<file path="src/design/mec_pkg.sv">
`timescale 1ns / 1ps
// Shared types and constants for the Mandelbrot escape-time colour block.
// No dependencies; every module of the block imports this package.
package mec_pkg;

  // Fixed-point format of c and z
  localparam int FRAC_BITS = 28;
  localparam int C_W       = 32;

  // Iteration limit and colour band edges
  localparam int ITER_MAX  = 80;
  localparam int BAND_LO   = 20;
  localparam int BAND_HI   = 40;
  localparam int CNT_W     = 7;
  localparam int COL_W     = 8;

  // |z| after an update stays below 4 + |c|, so this signed width never wraps
  localparam int Z_W       = ((FRAC_BITS + 2 > C_W - 1) ? FRAC_BITS + 2 : C_W - 1) + 2;
  // Magnitude of a component that has not escaped: below 2
  localparam int MAG_W     = FRAC_BITS + 1;
  // Exact square or cross product of two such magnitudes
  localparam int PROD_W    = 2 * FRAC_BITS + 2;

  // One point in flight through the iteration chain
  typedef struct packed {
    logic signed [Z_W-1:0]   x;
    logic signed [Z_W-1:0]   y;
    logic signed [C_W-1:0]   cr;
    logic signed [C_W-1:0]   ci;
    logic        [CNT_W-1:0] count;
    logic                    done;
  } pt_t;

  // One finished result
  typedef struct packed {
    logic [CNT_W-1:0] iter_count;
    logic [COL_W-1:0] red;
    logic [COL_W-1:0] green;
    logic [COL_W-1:0] blue;
  } res_t;

endpackage

</file>
<file path="src/design/mec_colour.sv">
`timescale 1ns / 1ps
// Register stage that maps an iteration count to an RGB colour.
// Depends on mec_pkg.
module mec_colour import mec_pkg::*; (
  input  logic             clk,
  input  logic             rst,
  input  logic             adv,
  input  logic             prev_valid,
  input  logic [CNT_W-1:0] count,
  output logic             valid,
  output res_t             res
);

  res_t        res_next;
  logic [10:0] nw, n2, n3, n6, n8, n12;
  logic [7:0]  half;

  // Map the count to its colour band
  always_comb begin
    nw   = {4'b0, count};
    n2   = nw * 11'd2;
    n3   = nw * 11'd3;
    n6   = nw * 11'd6;
    n8   = nw * 11'd8;
    n12  = nw * 11'd12;
    half = {2'b0, count[CNT_W-1:1]};
    res_next.iter_count = count;
    if (count < CNT_W'(BAND_LO)) begin
      res_next.red   = n8[COL_W-1:0];
      res_next.green = n6[COL_W-1:0];
      res_next.blue  = n12[COL_W-1:0];
    end else if (count < CNT_W'(BAND_HI)) begin
      res_next.red   = n2[COL_W-1:0];
      res_next.green = half;
      res_next.blue  = n6[COL_W-1:0];
    end else if (count == CNT_W'(ITER_MAX)) begin
      res_next.red   = '1;
      res_next.green = '1;
      res_next.blue  = '1;
    end else begin
      res_next.red   = n3[COL_W-1:0];
      res_next.green = half;
      res_next.blue  = n2[COL_W-1:0];
    end
  end

  always_ff @(posedge clk) begin
    if (rst) begin
      valid <= 1'b0;
    end else if (adv) begin
      valid <= prev_valid;
    end
  end

  always_ff @(posedge clk) begin
    if (adv) begin
      res <= res_next;
    end
  end

endmodule

</file>
<file path="config.mk">
export PLATFORM = sky130hd
export DESIGN_NAME = mec_colour
export DESIGN_NICKNAME = d
export VERILOG_FILES = /design/src/design/mec_pkg.sv /design/src/design/mec_colour.sv
export SDC_FILE = /design/constraint.sdc
export NUM_CORES = 1
export LEC_CHECK = 0
export BUFFER_PORTS_ARGS = -buffer_cell sky130_fd_sc_hd__buf_2
export CAP_MARGIN = 20
export CORE_MARGIN = 2
export CORE_UTILIZATION = 35
export DETAILED_ROUTE_END_ITERATION = 7
export PLACE_DENSITY = 0.63
export SETUP_SLACK_MARGIN = 0.15
export SLEW_MARGIN = 30
export SYNTH_ARGS = -nofsm -noshare
export SYNTH_HDL_FRONTEND = slang
export SYNTH_SLANG_ARGS = --single-unit
export TNS_END_PERCENT = 1
</file>
<file path="constraint.sdc">
create_clock -name clk -period 2.1 [get_ports clk]
set_input_delay 0.63 -clock clk [delete_from_list [all_inputs] [get_ports clk]]
set_output_delay 0.63 -clock clk [all_outputs]
set_load 0.02 [all_outputs]
</file>
==> flow_summary_export.csv <==
group,metric,value,unit
yosys,avgSynthCellArea,11.6,µm²
global_route,antenna_found_initial,0,
clock_network,cts_max_level,2,
yosys,ys_seq_area_share,53.7,%
timing,timing.setup.tns,0,ns
die,floorplan.initialDensity,36.8,%
setup_path,cp_data_arrival_time,2.08,ns
setup_path,rrSetupSlack,1.52,ns
placed_design,place_congestion,0.872,
yosys,yosysTopAreaCell,"edfxtp_1",
clock_network,cts_root_buf,"clkbuf_8",
route,detail_route.first_pass.iterations,4,
global_route,grt_pass1_vias,1359,
yosys,syn_nets,178,
die,row_count,25,
yosys,yosys.area_share.simple,11.9,%
clock_network,postCtsHoldBufs,0,
die,dieWidth,75.1,µm
clock_network,cts_tree,"yes",
global_route,grt_pass1_wl,6370,µm
yosys,synth_top_area_share,52.5,%
clock_network,cts_sinks,32,
setup_path,cp_max_fo,5,
finish,final_util,52.5,%
yosys,synth_xor_area_share,0.494,%
clock_network,clk_latency,0.28,ns
finish,syn_to_final_growth,42.9,%
route,num_vias,1474,
route,via_per_inst,4.91,
power,powerDensity,721,nW/µm²
yosys,muxShareOfSynthArea,0.565,%
clock_network,clk_pin_slew,0.07,ns
timing,relSlewSlack,70.5,%
die,core,4820,µm²
timing,hold_viol_final,0,
yosys,syn_area,1770,µm²
setup_path,required,2.21,ns
finish,drive_gt1_share,46.8,%
finish,final_common_cell,"buf_2",
finish,fill_cells,471,
yosys,synth_top_family_by_area,"compound AO/OA/AOI/OAI gates",
setup_path,critPathKind,"input port to register",
finish,final_nets,257,
yosys,synth_compound_area_share,19.7,%
timing,finalClockSkew,0,ns
global_route,grt_overflow,0,
yosys,synth_seq_cells,32,
setup_path,start_kind,"input port",
timing,setup_viol,0,
die,die_h,75.1,µm
hold_path,hp-class,"register to register",
power,p_leak,1.08,nW
finish,antenna-diode-count,0,
placed_design,dp_hpwl,3070,µm
route,post_drt_wl_per_cell,13.7,µm
yosys,synthCells,153,
finish,final_cell_mix,"41 x buf_2, 35 x buf_4, 31 x edfxtp_1",
setup_path,crit_path_end_kind,"register",
power,power,1.82,mW
clock_network,clock_path_buffers,2,
timing,rsz0062_at_grt,"yes",
timing,worstMarginPinSlew,0.441,ns
clock_network,cts_buffers,5,
route,routed_wl,4100,µm
die,die_area,5650,µm²
yosys,yosysUniqueCellTypes,40,
timing,period_share,93.7,%
global_route,grt_max_degree,31,
timing,min_period,1.97,ns
timing,max_clock_freq,508,MHz
placed_design,io_buffers,42,
timing,hold_ws,0.492,ns
timing,slew_viol_final,0,
route,final_antenna_net_count,0,
yosys,yosys-top-cells-area,"edfxtp_1 53%, ha_1 9.2%, nor2_1 3.4%, a211o_1 3.0%, a21oi_1 2.5%",
yosys,synth_fa_ha_area_share,10.3,%
route,drc,0,
flow_run,cap_violations,0,
route,initialDrtViolationCount,90,
placed_design,placedInstanceArea,2380,µm²
finish,final_cell_area,2530,µm²
yosys,synth_warnings,0,
die,pin_count,43,
power,vdd.ir_drop.worst,0.329,mV
global_route,grt_util_all_layers,15.4,%
outcome,outcome,"completed",
[per-layer routing]
metal	track usage, %	share of wire (%)	up-vias
li1	-	-	733
met1	18.8	45	684
met2	25.6	48	48
met3	4.02	4.8	9
met4	6.63	1.9	0
met5	0	0	-
[Yosys cell counts]
| cell | number |
|---|---|
| a211oi_1 | 1 |
| a21o_1 | 2 |
| nand2_1 | 11 |
| or2_2 | 3 |
| a21boi_0 | 1 |
| inv_1 | 10 |
| nor3b_1 | 1 |
| nand4_1 | 1 |
| nor2_1 | 16 |
| dfxtp_1 | 1 |
| nor3b_2 | 1 |
| buf_2 | 2 |
| nor3_1 | 3 |
| a211oi_2 | 1 |
| ha_1 | 13 |
| clkbuf_1 | 3 |
| o2111ai_1 | 1 |
| a31o_2 | 1 |
| xor2_1 | 1 |
| and3b_1 | 2 |
| o211ai_1 | 1 |
| o311ai_2 | 1 |
| a31oi_1 | 2 |
| a211o_1 | 6 |
| o22ai_1 | 5 |
| nand3_1 | 3 |
| o21ai_0 | 7 |
| a2111oi_0 | 1 |
| o32ai_1 | 1 |
| edfxtp_1 | 31 |
| o31ai_1 | 3 |
| nor2b_2 | 1 |
| a21o_2 | 1 |
| o21ai_1 | 1 |
| a21oi_1 | 9 |
| a2111oi_4 | 1 |
| mux2i_1 | 1 |
| fa_1 | 1 |
| o21a_1 | 1 |
| and4_1 | 1 |
[worst paths after layout]
kind	from	to	depth (start not counted)
worst max-delay path	count[3]	res[7]	7
worst min-delay path	valid	valid	2
worst max register to register	valid	valid	2
worst min register to register	valid	valid	2
[critical path, cell delays in order]
cell and delay, ns:
buf_6 0.10, clkinvlp_4 0.15, ha_4 0.28, o21a_4 0.21, a2111oi_4 0.37, nor3b_2 0.12
o311ai_2 0.21
[where the power goes]
part | internal (mW) | total (mW) | switching, mW
Clock | 0.345 | 0.555 | 0.210
Sequential | 0.779 | 0.792 | 0.0125
Combinational | 0.201 | 0.478 | 0.277
Total | 1.33 | 1.82 | 0.500
[logic make-up after synthesis]
group	count (synthesis)
AO/OA/AOI/OAI	47
buffers and inverters	15
XOR/XNOR	1
multiplexers	1
adder cells (fa/ha/maj)	14
AND/OR/NAND/NOR	43
flip-flops	32
[flip-flops by register name, indices dropped and copies added (netlist names)]
name   count
valid      1
res       31
[what timing repair did]
item,in CTS,in global routing
setup endpoints to repair,4,12
gates resized for setup,5,4
setup buffers,1,0
pin swaps,4,1
[through the flow]
step                      setup WS [ns]  cells
after global routing             0.0595    300
final                             0.131    300
after CTS                         0.143    300
after global placement           -0.158    291
after detailed placement         -0.213    291
after floorplan                   0.121    153
[final cells by class]
class	count	area, µm²	area share (%)
sequential	32	951	37.6
tap	67	83.8	3.31
multi-input combinational	106	866	34.2
clock buffer	5	68.8	2.72
timing repair buffer	77	479	18.9
inverter	10	45.0	1.78
clock inverter	3	37.5	1.48
(Power assumes the default switching activity.)
