==> src/design/mec_pkg.sv <==
`timescale 1ns / 1ps
// Shared types and constants for the Mandelbrot escape-time colour block.
// No dependencies; every module of the block imports this package.
package mec_pkg;

  // Fixed-point format of c and z
  localparam int FRAC_BITS = 28;
  localparam int C_W       = 32;

  // Iteration limit and colour band edges
  localparam int ITER_MAX  = 80;
  localparam int BAND_LO   = 20;
  localparam int BAND_HI   = 40;
  localparam int CNT_W     = 7;
  localparam int COL_W     = 8;

  // |z| after an update stays below 4 + |c|, so this signed width never wraps
  localparam int Z_W       = ((FRAC_BITS + 2 > C_W - 1) ? FRAC_BITS + 2 : C_W - 1) + 2;
  // Magnitude of a component that has not escaped: below 2
  localparam int MAG_W     = FRAC_BITS + 1;
  // Exact square or cross product of two such magnitudes
  localparam int PROD_W    = 2 * FRAC_BITS + 2;

  // One point in flight through the iteration chain
  typedef struct packed {
    logic signed [Z_W-1:0]   x;
    logic signed [Z_W-1:0]   y;
    logic signed [C_W-1:0]   cr;
    logic signed [C_W-1:0]   ci;
    logic        [CNT_W-1:0] count;
    logic                    done;
  } pt_t;

  // One finished result
  typedef struct packed {
    logic [CNT_W-1:0] iter_count;
    logic [COL_W-1:0] red;
    logic [COL_W-1:0] green;
    logic [COL_W-1:0] blue;
  } res_t;

endpackage

==> src/design/mec_result_if.sv <==
`timescale 1ns / 1ps
// Valid/ready channel carrying an iteration count and its colour.
// No dependencies.
interface mec_result_if;
  logic       valid;
  logic       ready;
  logic [6:0] iter_count;
  logic [7:0] red;
  logic [7:0] green;
  logic [7:0] blue;

  modport source (output valid, output iter_count, output red, output green, output blue,
                  input ready);
  modport sink   (input valid, input iter_count, input red, input green, input blue,
                  output ready);
endinterface

==> src/design/mec_skid.sv <==
`timescale 1ns / 1ps
// Output register plus one skid entry; produces the pipeline advance enable.
// Depends on mec_pkg and mec_result_if.
module mec_skid import mec_pkg::*; (
  input  logic         clk,
  input  logic         rst,
  input  logic         prev_valid,
  input  res_t         prev_res,
  output logic         adv,
  mec_result_if.source result
);

  logic out_valid, skid_valid, take;
  res_t main_res, skid_res;

  // Pipeline moves whenever the skid entry is free
  assign adv  = !skid_valid;
  assign take = prev_valid && adv;

  // Refill the output register from skid first, else from the pipeline
  always_ff @(posedge clk) begin
    if (rst) begin
      out_valid  <= 1'b0;
      skid_valid <= 1'b0;
    end else if (!out_valid || result.ready) begin
      if (skid_valid) begin
        main_res   <= skid_res;
        out_valid  <= 1'b1;
        skid_valid <= 1'b0;
      end else begin
        main_res   <= prev_res;
        out_valid  <= take;
      end
    end else if (take) begin
      skid_res   <= prev_res;
      skid_valid <= 1'b1;
    end
  end

  assign result.valid      = out_valid;
  assign result.iter_count = main_res.iter_count;
  assign result.red        = main_res.red;
  assign result.green      = main_res.green;
  assign result.blue       = main_res.blue;

endmodule

==> src/flat_wrapper.sv <==
// flat-port wrapper written by rule: the top's interface ports become plain ports
module mec_skid_flat import mec_pkg::*;
  (clk, rst, prev_valid, prev_res, adv, result_valid, result_iter_count, result_red, result_green, result_blue, result_ready);
  mec_result_if result_i ();
  input  logic clk;
  input  logic rst;
  input  logic prev_valid;
  input  res_t prev_res;
  output logic adv;
  output wire logic [$bits(result_i.valid)-1:0] result_valid;
  output wire logic [$bits(result_i.iter_count)-1:0] result_iter_count;
  output wire logic [$bits(result_i.red)-1:0] result_red;
  output wire logic [$bits(result_i.green)-1:0] result_green;
  output wire logic [$bits(result_i.blue)-1:0] result_blue;
  input wire logic [$bits(result_i.ready)-1:0] result_ready;
  assign result_valid = result_i.valid;
  assign result_iter_count = result_i.iter_count;
  assign result_red = result_i.red;
  assign result_green = result_i.green;
  assign result_blue = result_i.blue;
  assign result_i.ready = result_ready;
  mec_skid u_core (.clk(clk), .rst(rst), .prev_valid(prev_valid), .prev_res(prev_res), .adv(adv), .result(result_i));
endmodule
==> config.mk <==
export PLATFORM = sky130hd
export DESIGN_NAME = mec_skid_flat
export DESIGN_NICKNAME = d
export VERILOG_FILES = /design/src/design/mec_pkg.sv /design/src/design/mec_result_if.sv /design/src/design/mec_skid.sv /design/src/flat_wrapper.sv
export SDC_FILE = /design/constraint.sdc
export NUM_CORES = 1
export LEC_CHECK = 0
export BUFFER_PORTS_ARGS = -buffer_cell sky130_fd_sc_hd__buf_2
export CAP_MARGIN = 10
export CORE_MARGIN = 2
export CORE_UTILIZATION = 51
export DETAILED_ROUTE_END_ITERATION = 8
export PLACE_DENSITY_LB_ADDON = 0.3
export SLEW_MARGIN = 30
export SYNTH_ARGS = -nofsm -noshare
export SYNTH_HDL_FRONTEND = slang
export SYNTH_SLANG_ARGS = --single-unit
==> constraint.sdc <==
create_clock -name clk -period 2.7 [get_ports clk]
set_clock_uncertainty 0.1 [all_clocks]
set_input_delay 0.135 -clock clk [delete_from_list [all_inputs] [get_ports clk]]
set_output_delay 0.135 -clock clk [all_outputs]
set_load 0.05 [all_outputs]
==> flow_metrics.tcl, run 1 <==
set metrics [dict create \
    status "finished, final reports clean" \
    wl_per_cell_um 16.0 \
    cts.path.max_buffers 2 \
    fin_nets 253 \
    synth_top_area_share_pct 75.2 \
    cts_setup_buffers 0 \
    fp.dieArea_um2 5430 \
    syn-num-nets 141 \
    cts_tree "yes" \
    antenna_found_initial 0 \
    drive_gt1_share_pct 52.9 \
    initial_core_util_pct 52.8 \
    drtPass1Iterations 4 \
    hpwl_mm 2.88 \
    comb_power_share_pct 13.3 \
    timing.slew.headroom_pct 66.1 \
    avgSynthCellArea_um2 23.4 \
    hold_viol_final 0 \
    grt_max_degree 18 \
    ys_types 13 \
    dieHeight_um 73.7 \
    grt_pass1_vias 1413 \
    drv_cap 0 \
    drcViolationCount 0 \
    area_delta_synth_final_pct 34.8 \
    setup-violations-final 0 \
    cts_resized 0 \
    wirelength_mm 4.42 \
    track_usage_pct 18.1 \
    cts.sinks 64 \
    p_seq_share_pct 55.0 \
    power.density_nw_per_um2 624 \
    ant_nets 0 \
    clk_latency_ns 0.33 \
    p_clk_share_pct 31.7 \
    hp-class "input pin to flop" \
    intPower_mw 1.56 \
    crit_type "flop to flop" \
    clock-root-buffer "clkbuf_8" \
    arrival_ns 1.66 \
    ios 68 \
    syn_inst 106 \
    synth_area_leader_cell "edfxtp_1" \
    leakage_nw 1.33 \
    coreArea_um2 4690 \
    numCtsBuffers 9 \
    period_minus_slack_ns 1.74 \
    p_sw_uw 520 \
    die_x_um 73.7 \
    setup-tns-final_ns 0 \
    slew_violations 0 \
    ys_seq_area_share_pct 76.8 \
    worstMarginPinSlew_ns 0.507 \
    rsz0062_at_grt "false" \
    ys.warnings.count 0 \
    vdd_drop_max_v 0.000322 \
    fin_util_pct 71.2 \
    drt-initial-drc-count 91 \
    cp-end-kind "flop" \
    crit_fanout 17 \
    place.gp.congestion 0.744 \
    fmax_mhz 576 \
    required_ns 2.62 \
    htree_levels 3 \
    finalCritPeriodShare_pct 64.3 \
    swShare_pct 25.0 \
    cp-start-kind "flop" \
    port_buffers 67 \
    grt_pass1_wl_mm 6.79 \
    vias 1352 \
    synth.top_cells.by_area "edfxtp_1 75%, mux2_4 16%, buf_12 2.4%" \
    antenna_cells 0 \
    synth_area_um2 2480 \
    fp-row-count 25 \
    overflow 0 \
    yosys_register_bits 64 \
    vias_per_cell 4.88 \
    clk_pin_slew_ns 0.06 \
]
[path summary, 6_finish.rpt]
check | from | end | slack [ns] | cells past startpoint
min | prev_valid | u_core.skid_valid$_SDFFE_PP0P_ | 0.05 | 3
min reg2reg | u_core.skid_res[30]$_DFFE_PP_ | u_core.result.iter_count[6]$_DFFE_PP_ | 0.45 | 1
max | u_core.result.valid$_SDFFE_PP0P_ | u_core.result.blue[1]$_DFFE_PP_ | 0.96 | 3
max reg2reg | u_core.result.valid$_SDFFE_PP0P_ | u_core.result.blue[1]$_DFFE_PP_ | 0.96 | 3
[final cells by class]
class | instances | area (um2)
clock buffer | 10 | 128
clock inverter | 6 | 26.3
fill | 306 | 1350
inverter | 1 | 3.75
multi-input combinational | 37 | 508
sequential | 64 | 1900
tap | 54 | 67.6
timing repair buffer | 105 | 703
[per-layer routing]
metal,GRT usage [%],routed length [um],up-vias
met4,6.67,57,0
met2,27.3,2200,44
li1,-,-,638
met3,8.92,209,8
met5,0,0,-
met1,22.5,1950,662
[per-stage QoR]
step | worst slack, ns | power [mW] | std cells | area, um2 | hold WS [ns]
6_report | 0.964 | 2.08 | 277 | 3340 | 0.0501
5_1_grt | 0.859 | 2.16 | 277 | 3340 | 0.0719
4_1_cts | 0.923 | 2.10 | 277 | 3340 | 0.0197
3_5_place_dp | 0.932 | 1.41 | 228 | 2860 | 0.230
3_3_place_gp | 1.03 | 1.40 | 228 | 2860 | 0.229
2_1_floorplan | 0.0237 | 1.34 | 106 | 2480 | 0.104
[cell usage after synthesis]
master / n
edfxtp_1: 62
nor3_1: 1
mux2_4: 27
dfxtp_1: 2
buf_12: 3
buf_6: 1
nor4b_4: 1
nor2_1: 1
nand2b_1: 1
a21oi_1: 1
inv_1: 1
mux2_2: 4
nor2b_1: 1
[kinds of logic (layout without fill, tap and decap cells)]
kind of cell / after synthesis / in the layout / share of synthesized area, %
AO/OA/AOI/OAI: 1 / 1 / 0.202
AND/OR/NAND/NOR: 5 / 5 / 1.82
buffers and inverters: 5 / 122 / 3.03
multiplexers: 31 / 31 / 18.2
flip-flops: 64 / 64 / 76.8
[cell usage in the layout, fill, tap and decap left out]
| master | count |
|---|---|
| clkinv_2 | 3 |
| buf_2 | 67 |
| clkinv_1 | 3 |
| dlygate4sd3_1 | 33 |
| mux2_4 | 27 |
| nor2_1 | 1 |
| mux2_2 | 4 |
| buf_4 | 5 |
| edfxtp_1 | 62 |
| nor3_1 | 1 |
| inv_1 | 1 |
| dfxtp_2 | 1 |
| nand2b_1 | 1 |
| nor4b_4 | 1 |
| a21oi_1 | 1 |
| dfxtp_1 | 1 |
| clkbuf_1 | 1 |
| clkbuf_8 | 9 |
| nor2b_4 | 1 |
[state kept, by name (all words and copies together), names as in the netlist]
register	count
u_core.skid_res	31
u_core.result.blue	8
u_core.result.green	8
u_core.result.red	8
u_core.result.iter_count	7
u_core.result.valid	1
u_core.skid_valid	1
[worst max-delay path, stage by stage (launching register included)]
cell	delay [ns]
dfxtp_1	0.31
nand2b_1	0.18
nor2b_4	0.51
buf_4	0.33
[power groups by stage]
stage / clock network, mW / logic (mW) / registers [mW]
floorplan: 0 / 0.0653 / 1.27
global placement: 0 / 0.234 / 1.17
detailed placement: 0 / 0.242 / 1.17
CTS: 0.669 / 0.279 / 1.15
global route: 0.720 / 0.293 / 1.15
finish: 0.660 / 0.278 / 1.15
[repair_timing]
| item | 4_1_cts | 5_1_grt |
|---|---|---|
| hold buffers | 33 | 0 |
| endpoints found under the hold margin | 34 | 0 |
| setup endpoints to repair | 0 | 0 |
(Power assumes the default switching activity.)
==> run 2, diff against run 1 <==
--- a/config.mk
+++ b/config.mk
@@ -5,6 +5,7 @@
 export SDC_FILE = /design/constraint.sdc
 export NUM_CORES = 1
 export LEC_CHECK = 0
+export ABC_AREA = 1
 export BUFFER_PORTS_ARGS = -buffer_cell sky130_fd_sc_hd__buf_2
 export CAP_MARGIN = 10
 export CORE_MARGIN = 2
==> constraint.sdc (replaced) <==
create_clock -name clk -period 1.6 [get_ports clk]
set_clock_uncertainty 0.1 [all_clocks]
set_input_delay 0.08 -clock clk [delete_from_list [all_inputs] [get_ports clk]]
set_output_delay 0.08 -clock clk [all_outputs]
set_load 0.05 [all_outputs]
==> flow_metrics.tcl, run 2 <==
set metrics [dict create \
    track_usage_pct 19.6 \
    placed_area_um2 2850 \
    stdcell_area_um2 3340 \
    crit_family "buffers and inverters" \
    leakage_nw 1.41 \
    place.gp.congestion 0.685 \
    vias_per_cell 4.73 \
    ios 68 \
    synth_area_um2 2440 \
    fp-row-count 25 \
    cts_resized 0 \
    cts.path.max_buffers 2 \
    vias 1626 \
    slew_violations 0 \
    fin_nets 321 \
    setup-tns-final_ns 0 \
    cts.sinks 64 \
    avgSynthCellArea_um2 13.9 \
    antenna_found_initial 0 \
    ys.flop_type "edfxtp_1" \
    cpPeakStageDelay_ns 0.54 \
    clk_latency_ns 0.33 \
    arrival_ns 1.46 \
    synth_fa_ha_area_share_pct 0 \
    numCtsBuffers 9 \
    initial_core_util_pct 52.3 \
    grt_max_degree 34 \
    synth-compound-area-share_pct 0.410 \
    clock-root-buffer "clkbuf_8" \
    crit_chain "dlygate4sd3_1 > buf_2 > inv_1 > nand3_2 > nor2_4 > buf_4" \
    drcViolationCount 0 \
    synth_area_leader_cell "edfxtp_1" \
    synth-edff-count 62 \
    slowest_stage "dlygate4sd3_1" \
    grt_pass1_wl_mm 7.41 \
    fin_ws_ns 0.0878 \
    status "finished, final reports clean" \
    overflow 0 \
    synth_mux_area_share_pct 0 \
    final_common_cell "nand2_1" \
    worstMarginPinSlew_ns 0.330 \
    cp-end-kind "flop" \
    drt-initial-drc-count 66 \
    fp.dieArea_um2 5350 \
    comb_power_share_pct 13.9 \
    wl_per_cell_um 13.9 \
    rsz0062_at_grt "false" \
    ys.warnings.count 0 \
    vdd_drop_max_v 0.000666 \
    p_sw_uw 883 \
    yosys.area_share.xor_xnor_pct 0 \
    ys_types 13 \
    finalCritPeriodShare_pct 94.5 \
    largest_reg_flops 31 \
    die_x_um 73.2 \
    synthArstFlopShare_pct 0 \
    htree_levels 3 \
    swShare_pct 25.2 \
    finalPower_mw 3.51 \
    worst_r2r_startpoint "u_core.result.valid$_SDFFE_PP0P_" \
    hp-class "input pin to flop" \
    synth_top_area_share_pct 76.3 \
    setup-violations-final 0 \
    clk_pin_slew_ns 0.06 \
    crit_fanout 7 \
    yosysMostFrequentCell "nand2_1" \
    synth.top_cells.by_count "76 x nand2_1, 62 x edfxtp_1, 19 x nand2_2, 3 x buf_6, 3 x nor2_1" \
    fmax_mhz 661 \
    power.density_nw_per_um2 1050 \
    area_delta_synth_final_pct 36.8 \
    cts_tree "yes" \
    syn-num-nets 210 \
    p_seq_share_pct 55.3 \
    drive_gt1_share_pct 36.6 \
    intPower_mw 2.63 \
    required_ns 1.55 \
    cp.buffers_inverters 4 \
    syn_inst 175 \
    timing.slew.headroom_pct 78.0 \
    grt_pass1_vias 1620 \
    drtPass1Iterations 4 \
    coreArea_um2 4660 \
    yosys_register_bits 64 \
    synth_top_family_by_area "simple AND/OR/NAND/NOR gates" \
    antenna_cells 0 \
    regMostFlops "u_core.skid_res" \
    ys_seq_area_share_pct 77.9 \
    pre_cts_ws_ns 0.264 \
    ant_nets 0 \
    hold_viol_final 0 \
    crit_type "input pin to flop" \
    cp-start-kind "input pin" \
    port_buffers 67 \
    mostFrequentLayoutCells "76 x nand2_1, 67 x buf_2, 62 x edfxtp_1" \
    period_minus_slack_ns 1.51 \
    drv_cap 0 \
    hp-start "prev_res[13]" \
    synth.top_cells.by_area "edfxtp_1 76%, nand2_1 12%, nand2_2 4.9%" \
    p_clk_share_pct 30.8 \
    crit_start "result_ready" \
    synth-simple-area-share_pct 17.2 \
    hpwl_mm 2.69 \
    wirelength_mm 4.79 \
    dieHeight_um 73.2 \
]
## run 2: area by class of cell
cell class / count / area [um2]
flip-flops and latches: 64 / 1910
fillers: 313 / 1320
repair buffers: 107 / 746
multi-input cells: 101 / 454
clock buffers: 13 / 139
well taps: 54 / 67.6
inverters: 3 / 18.8
clock inverters: 2 / 7.51
## run 2: worst paths after layout
check / to / slack [ns] / depth (start not counted)
worst max register to register: u_core.skid_res[1]$_DFFE_PP_ / 0.26 / 3
worst max-delay path: u_core.skid_res[1]$_DFFE_PP_ / 0.09 / 6
worst min register to register: u_core.result.green[4]$_DFFE_PP_ / 0.42 / 2
worst min-delay path: u_core.skid_res[13]$_DFFE_PP_ / 0.38 / 2
## run 2: logic make-up (layout without fill, tap and decap cells)
logic type | after synthesis | after routing
and+or+nand+nor | 99 | 99
AOI/OAI and AO/OA | 2 | 2
DFF | 64 | 64
buffers and inverters | 10 | 125
## run 2: routing by layer
metal | vias to the layer above | GRT usage (%) | wire length [um]
met5 | - | 0 | 0
met4 | 0 | 9.88 | 85
met3 | 9 | 5.94 | 260
met2 | 67 | 33.8 | 2520
met1 | 745 | 21.8 | 1930
li1 | 805 | - | -
## run 2: what timing repair did
action                    CTS  global route
hold endpoints to repair   69             0
hold buffers               34             0
setup buffers               0             0
## run 2: worst reg2reg max path, stage by stage, from the launching register on
cell and delay (ns):
dfxtp_4 0.37, nand3_2 0.12, nor2_4 0.26, buf_4 0.22
## run 2: through the flow
step,utilization (%),hold WS [ns],instances
final,71.6,0.378,344
after global routing,71.6,0.379,344
after CTS,71.6,0.369,344
after detailed placement,61.2,0.177,295
after global placement,61.2,0.179,295
after floorplan,-,0.0789,175
## run 2: power groups by stage
stage | combinational (mW) | sequential (mW) | clock (mW)
2_1_floorplan | 0.0986 | 2.17 | 0
3_3_place_gp | 0.416 | 1.98 | 0
3_5_place_dp | 0.422 | 1.98 | 0
4_1_cts | 0.486 | 1.94 | 1.09
5_1_grt | 0.519 | 1.95 | 1.19
6_report | 0.488 | 1.94 | 1.08
